--- src/rtl/rpa_pkg.sv ---
package rpa_pkg;

  localparam int unsigned SINGLE_REGS_DEF = 6;
  localparam int unsigned PAIR_REGS_DEF   = 4;
  localparam int unsigned STACK_DEPTH_DEF = 16;

  localparam logic POOL_SINGLE = 1'b0;
  localparam logic POOL_PAIR   = 1'b1;

  typedef enum logic [2:0] {
    MODE_ALLOC    = 3'd0,
    MODE_FREE     = 3'd1,
    MODE_FREE_ALL = 3'd2,
    MODE_PUSH     = 3'd3,
    MODE_POP      = 3'd4,
    MODE_CLAIM    = 3'd5
  } mode_t;

  typedef enum logic [2:0] {
    ST_OK          = 3'd0,
    ST_FULL        = 3'd1,
    ST_BUSY        = 3'd2,
    ST_STACK_FULL  = 3'd3,
    ST_STACK_EMPTY = 3'd4,
    ST_BAD_INDEX   = 3'd5
  } status_t;

  typedef struct packed {
    logic [2:0] mode;
    logic       pool;
    logic [2:0] reg_index;
  } in_item_t;

  typedef struct packed {
    logic [2:0] granted_index;
    logic [2:0] status;
  } out_item_t;

  typedef struct packed {
    logic alloc;
    logic free;
    logic clear;
    logic claim;
    logic load;
  } pool_ctl_t;

  typedef struct packed {
    logic push;
    logic pop;
  } stk_ctl_t;

endpackage

--- src/rtl/rpa_stack_cell.sv ---
module rpa_stack_cell import rpa_pkg::*; #(
  parameter int unsigned W = 10
) (
  input  logic         clk,
  input  stk_ctl_t     ctl,
  input  logic [W-1:0] up_d,
  input  logic [W-1:0] down_d,
  output logic [W-1:0] q
);

  logic [W-1:0] q_r;
  logic [W-1:0] q_nxt;

  always_comb begin
    q_nxt = q_r;
    if (ctl.push) begin
      q_nxt = up_d;
    end else if (ctl.pop) begin
      q_nxt = down_d;
    end
  end

  always_ff @(posedge clk) begin
    q_r <= q_nxt;
  end

  assign q = q_r;

endmodule

--- src/rtl/rpa_pool_map.sv ---
module rpa_pool_map import rpa_pkg::*; #(
  parameter int unsigned N = 6
) (
  input  logic         clk,
  input  logic         rst_n,
  input  pool_ctl_t    ctl,
  input  logic [2:0]   idx,
  input  logic [N-1:0] load_map,
  output logic [N-1:0] map,
  output logic [2:0]   free_idx,
  output logic         has_free,
  output logic         idx_ok,
  output logic         idx_busy
);

  logic [N-1:0] map_r;
  logic [N-1:0] map_nxt;
  logic [N-1:0] mask;
  logic [N-1:0] free_bits;
  logic [N-1:0] low_free;

  assign mask      = N'(1) << idx;
  assign idx_ok    = (32'(idx) < 32'(N));
  assign idx_busy  = |(map_r & mask);
  assign free_bits = ~map_r;
  assign has_free  = |free_bits;
  assign low_free  = free_bits & (map_r + N'(1));

  always_comb begin
    free_idx = 3'd0;
    for (int i = N - 1; i >= 0; i--) begin
      if (free_bits[i]) begin
        free_idx = 3'(i);
      end
    end
  end

  always_comb begin
    map_nxt = map_r;
    if (ctl.clear) begin
      map_nxt = '0;
    end else if (ctl.load) begin
      map_nxt = load_map;
    end else if (ctl.alloc) begin
      map_nxt = map_r | low_free;
    end else if (ctl.free) begin
      map_nxt = map_r & ~mask;
    end else if (ctl.claim) begin
      map_nxt = map_r | mask;
    end
  end

  always_ff @(posedge clk) begin
    if (!rst_n) begin
      map_r <= '0;
    end else begin
      map_r <= map_nxt;
    end
  end

  assign map = map_r;

endmodule

--- src/rtl/register_pool_allocator.sv ---
// Register pool allocator with a context stack.
// Input channel in_valid/in_ready/in_data carries one request: a mode, a pool
// and a register index. Output channel out_valid/out_ready/out_data returns
// exactly one result per request: the granted register index and a status.
// A request is decoded and the bitmaps and stack are updated in the cycle of
// its transfer; the result appears in the output register in the next cycle.
// One request per cycle is sustained while the receiver takes results; the
// bitmap priority encoder is combinational and the stack cells shift on the transfer's clock edge.
// The saved contexts live in a row of STACK_DEPTH cells that shift together,
// so push and pop move every entry by one place toward or away from the top.
// When the receiver stalls, the result stays in the output register and
// in_ready drops until it is taken, so the next request waits upstream.
// Reset clears both busy bitmaps, the stack level and the output valid flag.
// Saved entries are not cleared and are read only after a push wrote them.
// Failed requests leave all state unchanged and report an error status.
module register_pool_allocator import rpa_pkg::*; #(
  parameter int unsigned SINGLE_REGS = SINGLE_REGS_DEF,
  parameter int unsigned PAIR_REGS   = PAIR_REGS_DEF,
  parameter int unsigned STACK_DEPTH = STACK_DEPTH_DEF
) (
  input  logic      clk,
  input  logic      rst_n,
  input  logic      in_valid,
  output logic      in_ready,
  input  in_item_t  in_data,
  output logic      out_valid,
  input  logic      out_ready,
  output out_item_t out_data
);

  localparam int unsigned ENT_W = SINGLE_REGS + PAIR_REGS;
  localparam int unsigned LVL_W = $clog2(STACK_DEPTH + 1);

  logic             in_fire;
  logic             out_valid_r;
  logic             out_valid_nxt;
  out_item_t        out_data_r;
  out_item_t        out_data_nxt;
  logic [LVL_W-1:0] level_r;
  logic [LVL_W-1:0] level_nxt;

  pool_ctl_t        s_ctl;
  pool_ctl_t        p_ctl;
  stk_ctl_t         stk_ctl;

  logic [SINGLE_REGS-1:0] s_map;
  logic [2:0]             s_free_idx;
  logic                   s_has_free;
  logic                   s_idx_ok;
  logic                   s_idx_busy;
  logic [PAIR_REGS-1:0]   p_map;
  logic [2:0]             p_free_idx;
  logic                   p_has_free;
  logic                   p_idx_ok;
  logic                   p_idx_busy;

  logic [2:0]  sel_free_idx;
  logic        sel_has_free;
  logic        sel_idx_ok;
  logic        sel_idx_busy;
  logic        stk_full;
  logic        stk_empty;
  logic        ok_alloc;
  logic        ok_free;
  logic        ok_claim;
  logic        ok_push;
  logic        ok_pop;
  logic        do_clear;

  logic [ENT_W-1:0] cell_q [STACK_DEPTH];
  logic [ENT_W-1:0] top_entry;

  assign in_ready  = !out_valid_r || out_ready;
  assign in_fire   = in_valid && in_ready;
  assign out_valid = out_valid_r;
  assign out_data  = out_data_r;

  assign sel_free_idx = (in_data.pool == POOL_PAIR) ? p_free_idx : s_free_idx;
  assign sel_has_free = (in_data.pool == POOL_PAIR) ? p_has_free : s_has_free;
  assign sel_idx_ok   = (in_data.pool == POOL_PAIR) ? p_idx_ok   : s_idx_ok;
  assign sel_idx_busy = (in_data.pool == POOL_PAIR) ? p_idx_busy : s_idx_busy;
  assign stk_full     = (level_r == LVL_W'(STACK_DEPTH));
  assign stk_empty    = (level_r == '0);

  assign ok_alloc = in_fire && (in_data.mode == MODE_ALLOC) && sel_has_free;
  assign ok_free  = in_fire && (in_data.mode == MODE_FREE) && sel_idx_ok;
  assign ok_claim = in_fire && (in_data.mode == MODE_CLAIM) && sel_idx_ok && !sel_idx_busy;
  assign ok_push  = in_fire && (in_data.mode == MODE_PUSH) && !stk_full;
  assign ok_pop   = in_fire && (in_data.mode == MODE_POP) && !stk_empty;
  assign do_clear = (in_fire && (in_data.mode == MODE_FREE_ALL)) || ok_push;

  always_comb begin
    s_ctl       = '0;
    p_ctl       = '0;
    s_ctl.clear = do_clear;
    p_ctl.clear = do_clear;
    s_ctl.load  = ok_pop;
    p_ctl.load  = ok_pop;
    if (in_data.pool == POOL_PAIR) begin
      p_ctl.alloc = ok_alloc;
      p_ctl.free  = ok_free;
      p_ctl.claim = ok_claim;
    end else begin
      s_ctl.alloc = ok_alloc;
      s_ctl.free  = ok_free;
      s_ctl.claim = ok_claim;
    end
    stk_ctl.push = ok_push;
    stk_ctl.pop  = ok_pop;
  end

  rpa_pool_map #(
    .N(SINGLE_REGS)
  ) u_single (
    .clk      (clk),
    .rst_n    (rst_n),
    .ctl      (s_ctl),
    .idx      (in_data.reg_index),
    .load_map (top_entry[ENT_W-1:PAIR_REGS]),
    .map      (s_map),
    .free_idx (s_free_idx),
    .has_free (s_has_free),
    .idx_ok   (s_idx_ok),
    .idx_busy (s_idx_busy)
  );

  rpa_pool_map #(
    .N(PAIR_REGS)
  ) u_pair (
    .clk      (clk),
    .rst_n    (rst_n),
    .ctl      (p_ctl),
    .idx      (in_data.reg_index),
    .load_map (top_entry[PAIR_REGS-1:0]),
    .map      (p_map),
    .free_idx (p_free_idx),
    .has_free (p_has_free),
    .idx_ok   (p_idx_ok),
    .idx_busy (p_idx_busy)
  );

  assign top_entry = cell_q[0];

  for (genvar i = 0; i < STACK_DEPTH; i++) begin : g_cell
    logic [ENT_W-1:0] up_d;
    logic [ENT_W-1:0] down_d;
    if (i == 0) begin : g_first
      assign up_d = {s_map, p_map};
    end else begin : g_mid_up
      assign up_d = cell_q[i-1];
    end
    if (i == STACK_DEPTH - 1) begin : g_last
      assign down_d = cell_q[i];
    end else begin : g_mid_down
      assign down_d = cell_q[i+1];
    end
    rpa_stack_cell #(
      .W(ENT_W)
    ) u_cell (
      .clk    (clk),
      .ctl    (stk_ctl),
      .up_d   (up_d),
      .down_d (down_d),
      .q      (cell_q[i])
    );
  end

  always_comb begin
    level_nxt = level_r;
    if (ok_push) begin
      level_nxt = level_r + LVL_W'(1);
    end else if (ok_pop) begin
      level_nxt = level_r - LVL_W'(1);
    end
  end

  always_comb begin
    out_data_nxt               = out_data_r;
    out_data_nxt.granted_index = 3'd0;
    out_data_nxt.status        = ST_OK;
    unique case (in_data.mode)
      MODE_ALLOC: begin
        if (sel_has_free) begin
          out_data_nxt.granted_index = sel_free_idx;
        end else begin
          out_data_nxt.status = ST_FULL;
        end
      end
      MODE_FREE: begin
        if (!sel_idx_ok) begin
          out_data_nxt.status = ST_BAD_INDEX;
        end
      end
      MODE_PUSH: begin
        if (stk_full) begin
          out_data_nxt.status = ST_STACK_FULL;
        end
      end
      MODE_POP: begin
        if (stk_empty) begin
          out_data_nxt.status = ST_STACK_EMPTY;
        end
      end
      MODE_CLAIM: begin
        if (!sel_idx_ok) begin
          out_data_nxt.status = ST_BAD_INDEX;
        end else if (sel_idx_busy) begin
          out_data_nxt.status = ST_BUSY;
        end else begin
          out_data_nxt.granted_index = in_data.reg_index;
        end
      end
      default: begin
        out_data_nxt.status = ST_OK;
      end
    endcase
    if (!in_fire) begin
      out_data_nxt = out_data_r;
    end
  end

  always_comb begin
    out_valid_nxt = out_valid_r;
    if (in_fire) begin
      out_valid_nxt = 1'b1;
    end else if (out_ready) begin
      out_valid_nxt = 1'b0;
    end
  end

  always_ff @(posedge clk) begin
    if (!rst_n) begin
      out_valid_r <= 1'b0;
      level_r     <= '0;
    end else begin
      out_valid_r <= out_valid_nxt;
      level_r     <= level_nxt;
    end
  end

  always_ff @(posedge clk) begin
    out_data_r <= out_data_nxt;
  end

`ifndef SYNTHESIS
  a_level_bound: assert property (@(posedge clk) disable iff (!rst_n)
    level_r <= LVL_W'(STACK_DEPTH))
    else $error("stack level beyond depth");

  a_push_level: assert property (@(posedge clk) disable iff (!rst_n)
    in_fire && (in_data.mode == MODE_PUSH) && !stk_full
      |=> (level_r == LVL_W'($past(level_r) + LVL_W'(1))) && (s_map == '0) && (p_map == '0))
    else $error("push did not advance level and clear bitmaps");

  a_pop_empty: assert property (@(posedge clk) disable iff (!rst_n)
    in_fire && (in_data.mode == MODE_POP) && stk_empty
      |=> (out_data_r.status == ST_STACK_EMPTY) && (level_r == '0))
    else $error("pop on empty stack not reported");

  a_result_loaded: assert property (@(posedge clk) disable iff (!rst_n)
    in_fire |=> out_valid_r)
    else $error("transfer without result");
`endif

endmodule

--- config.mk ---
export PLATFORM = sky130hd
export DESIGN_NAME = register_pool_allocator
export DESIGN_NICKNAME = d
export VERILOG_FILES = /design/src/rtl/rpa_pkg.sv /design/src/rtl/rpa_stack_cell.sv /design/src/rtl/rpa_pool_map.sv /design/src/rtl/register_pool_allocator.sv
export SDC_FILE = /design/constraint.sdc
export NUM_CORES = 1
export LEC_CHECK = 0
export BUFFER_PORTS_ARGS = -buffer_cell sky130_fd_sc_hd__buf_2
export CAP_MARGIN = 30
export CORE_MARGIN = 4
export CORE_UTILIZATION = 40
export DETAILED_ROUTE_END_ITERATION = 12
export PLACE_DENSITY_LB_ADDON = 0.08
export SKIP_CTS_REPAIR_TIMING = 1
export SLEW_MARGIN = 40
export SYNTH_ARGS = -nofsm -noshare
export SYNTH_HDL_FRONTEND = slang
export SYNTH_SLANG_ARGS = --single-unit
--- constraint.sdc ---
create_clock -name clk -period 5.8 [get_ports clk]
set_clock_uncertainty 0.05 [all_clocks]
set_input_delay 0.58 -clock clk [delete_from_list [all_inputs] [get_ports clk]]
set_output_delay 0.58 -clock clk [all_outputs]
set_load 0.005 [all_outputs]
==> out/metrics.yaml <==
crit_slowest_cell: "buf_4"
synth_edf_count: 166
cts_sinks: 182
area_delta_synth_final_pct: 10.9
first_pass_iters: 5
power_frac_seq_pct: 51.7
hold_viol: 0
max_slew_margin_pct: 47.6
fmax_ghz: 0.294
yosys_most_used_dff: "edfxtp_1"
place.gp.congestion: 0.873
io_buffers: 18
yosys_warnings: 0
grt_usage_pct: 14.5
rows: 52
antenna_found_initial: 0
cts-root-buf: "clkbuf_16"
synthesis.nets: 894
die_area_sq_mm: 0.0236
setup_violations: 0
finalWirelength_microns: 16900
cp_max_fo: 106
cp_data_arrival_time_ps: 3710
clock_power_share_pct: 43.1
grt-ovfl-total: 0
synth_largest_area_cell: "edfxtp_1"
status: "finished clean"
crit_path_start_kind: "register"
endpoint_kind: "register"
internal_power_uw: 2250
power_density_mw_per_mm2: 306
final_max_slew_viol_count: 0
dpl_cell_area_sq_mm: 0.00877
grt_pass1_vias: 5683
slowest_delay_ps: 550
period_needed_ps: 3400
max_cap_violations: 0
ys_seq_area_share_pct: 62.6
leakage_uw: 0.00371
final.setup.worst_slack_ps: 2400
postSynthAreaPerCell_sq_um: 9.64
netlist_area_sq_mm: 0.00848
dp_slack_ps: 2010
min_period_over_period_pct: 58.6
total_power_uw: 2870
final_area_sq_mm: 0.00940
die_w_microns: 154
worstMarginPinSlew_ps: 785
finalSetupTns_ps: 0
clockBufferDepth: 2
die_y_microns: 154
routed_via_density: 5.14
diodes: 0
grt_pass1_wl_microns: 28700
combPwrFrac_pct: 5.3
ir_drop_mv: 0.184
crit_family: "simple AND/OR/NAND/NOR gates"
drc: 0
cts_tree: "yes"
cp_cell_sequence: "nand3_1 -> nand2_4 -> buf_4 -> nand2_4 -> buf_12 -> nand2_1 -> o211a_1"
drt_iter0_drc: 478
worst_path_most_repeated_cell: "nand2_4"
synth_area_leaders: "edfxtp_1 59%, nand2_1 21%, dfxtp_1 3.8%"
ys_seq_elements: 182
path_class: "register to register"
core-area_sq_mm: 0.0206
final_util_pct: 45.7
nets: 888
vias: 5941
p_sw_share_pct: 21.8
rsz0062_at_grt: "false"
pin_count: 19
path_buf_inv: 2
path_clk_slew_ps: 70
cp.required_ps: 6110
ant_nets: 0
synthCells: 879
async_flop_share_pct: 0
start_util_pct: 41.2
drive_above_1_share_pct: 7.79
p_switching_uw: 628
wl_per_cell_microns: 14.6
htreeDepth: 4
numCtsBuffers: 17
grt_start_max_net_pins: 107
worstSkewPairLatency_ps: 420
min_path_type: "register to register"
ys_types: 62
dp_hpwl_microns: 10500
synth_top_area_share_pct: 58.8
==> path summary, 6_finish.rpt <==
| path | start | end | slack (ps) | cells past startpoint |
|---|---|---|---|---|
| max | level_r[4] | level_r[1] | 2400 | 7 |
| max reg2reg | level_r[4] | level_r[1] | 2400 | 7 |
| min reg2reg | g_cell[14].u_cell.q[2] | g_cell[15].u_cell.q[2] | 400 | 0 |
| min | g_cell[14].u_cell.q[2] | g_cell[15].u_cell.q[2] | 400 | 0 |
==> per-layer routing <==
layer  track usage [%]  routed length, microns  share of wire, %  vias up
met1              20.6                    8360                49     2836
met3              3.15                     645               3.8       23
met5                 0                       0                 0        -
li1                  -                       -                 -     2965
met2              22.2                    7650                45      117
met4              5.05                     257               1.5        0
==> per-stage QoR <==
stage	hold WS, ps	cells
6_report	403	1156
5_1_grt	413	1156
4_1_cts	404	1156
3_5_place_dp	387	1124
3_3_place_gp	381	1124
2_1_floorplan	376	879
==> state kept, by name (all words and copies together), names as in the netlist, named ones only <==
register	flops
out_valid	1
out_data	6
g_cell.u_cell.q	160
u_pair.map	1
level_r	5
u_single.map	1
==> synthesized netlist by cell type, types with 6 or more instances <==
cell      count
a21oi_1      14
dfxtp_1      16
inv_1        11
nor3_1        6
a31oi_1       9
edfxtp_1    166
nand2_1     469
clkbuf_1     38
nor2_1       14
o21ai_0      15
nand3_1      12
==> power groups by stage <==
stage / Sequential, uW / Clock (uW) / Combinational (uW)
3_5_place_dp: 1510 / 0 / 153
4_1_cts: 1480 / 1280 / 153
6_report: 1480 / 1240 / 152
3_3_place_gp: 1510 / 0 / 150
2_1_floorplan: 1510 / 0 / 113
5_1_grt: 1490 / 1330 / 173
==> layout make-up <==
cell class | instances | area [sq um]
Tap cell | 270 | 338
Fill cell | 1982 | 11200
Sequential cell | 182 | 5310
Multi-Input combinational cell | 638 | 2950
Clock buffer | 19 | 433
Timing Repair Buffer | 22 | 136
Inverter | 12 | 47.5
Clock inverter | 13 | 195
==> placed cells by master, fill, tap and decap left out, drive strengths merged, types with 9 or more instances in the layout <==
cell and count:
a31oi 9, nand2 469, inv 16, clkbuf 19, buf 22, dfxtp 16, nor2 14, a21oi 14
o21ai 17, edfxtp 166, nand3 12
==> cell families (layout without fill, tap and decap cells) <==
family | after synthesis | after routing | share of synthesized area [%]
AO/OA/AOI/OAI | 86 | 86 | 7.19
XOR/XNOR | 4 | 4 | 0.413
adder cells (fa/ha/maj) | 4 | 4 | 0.679
buffers and inverters | 59 | 66 | 2.88
flip-flops | 182 | 182 | 62.6
multiplexers | 6 | 6 | 0.856
AND/OR/NAND/NOR | 538 | 538 | 25.4
==> worst register-to-register path, stage by stage, from the launching register on <==
cell and delay, ps:
dfxtp_1 530, nand3_1 330, nand2_4 520, buf_4 550, nand2_4 510, buf_12 430
nand2_1 260, o211a_1 160
Power figures use the tool's default switching activity.
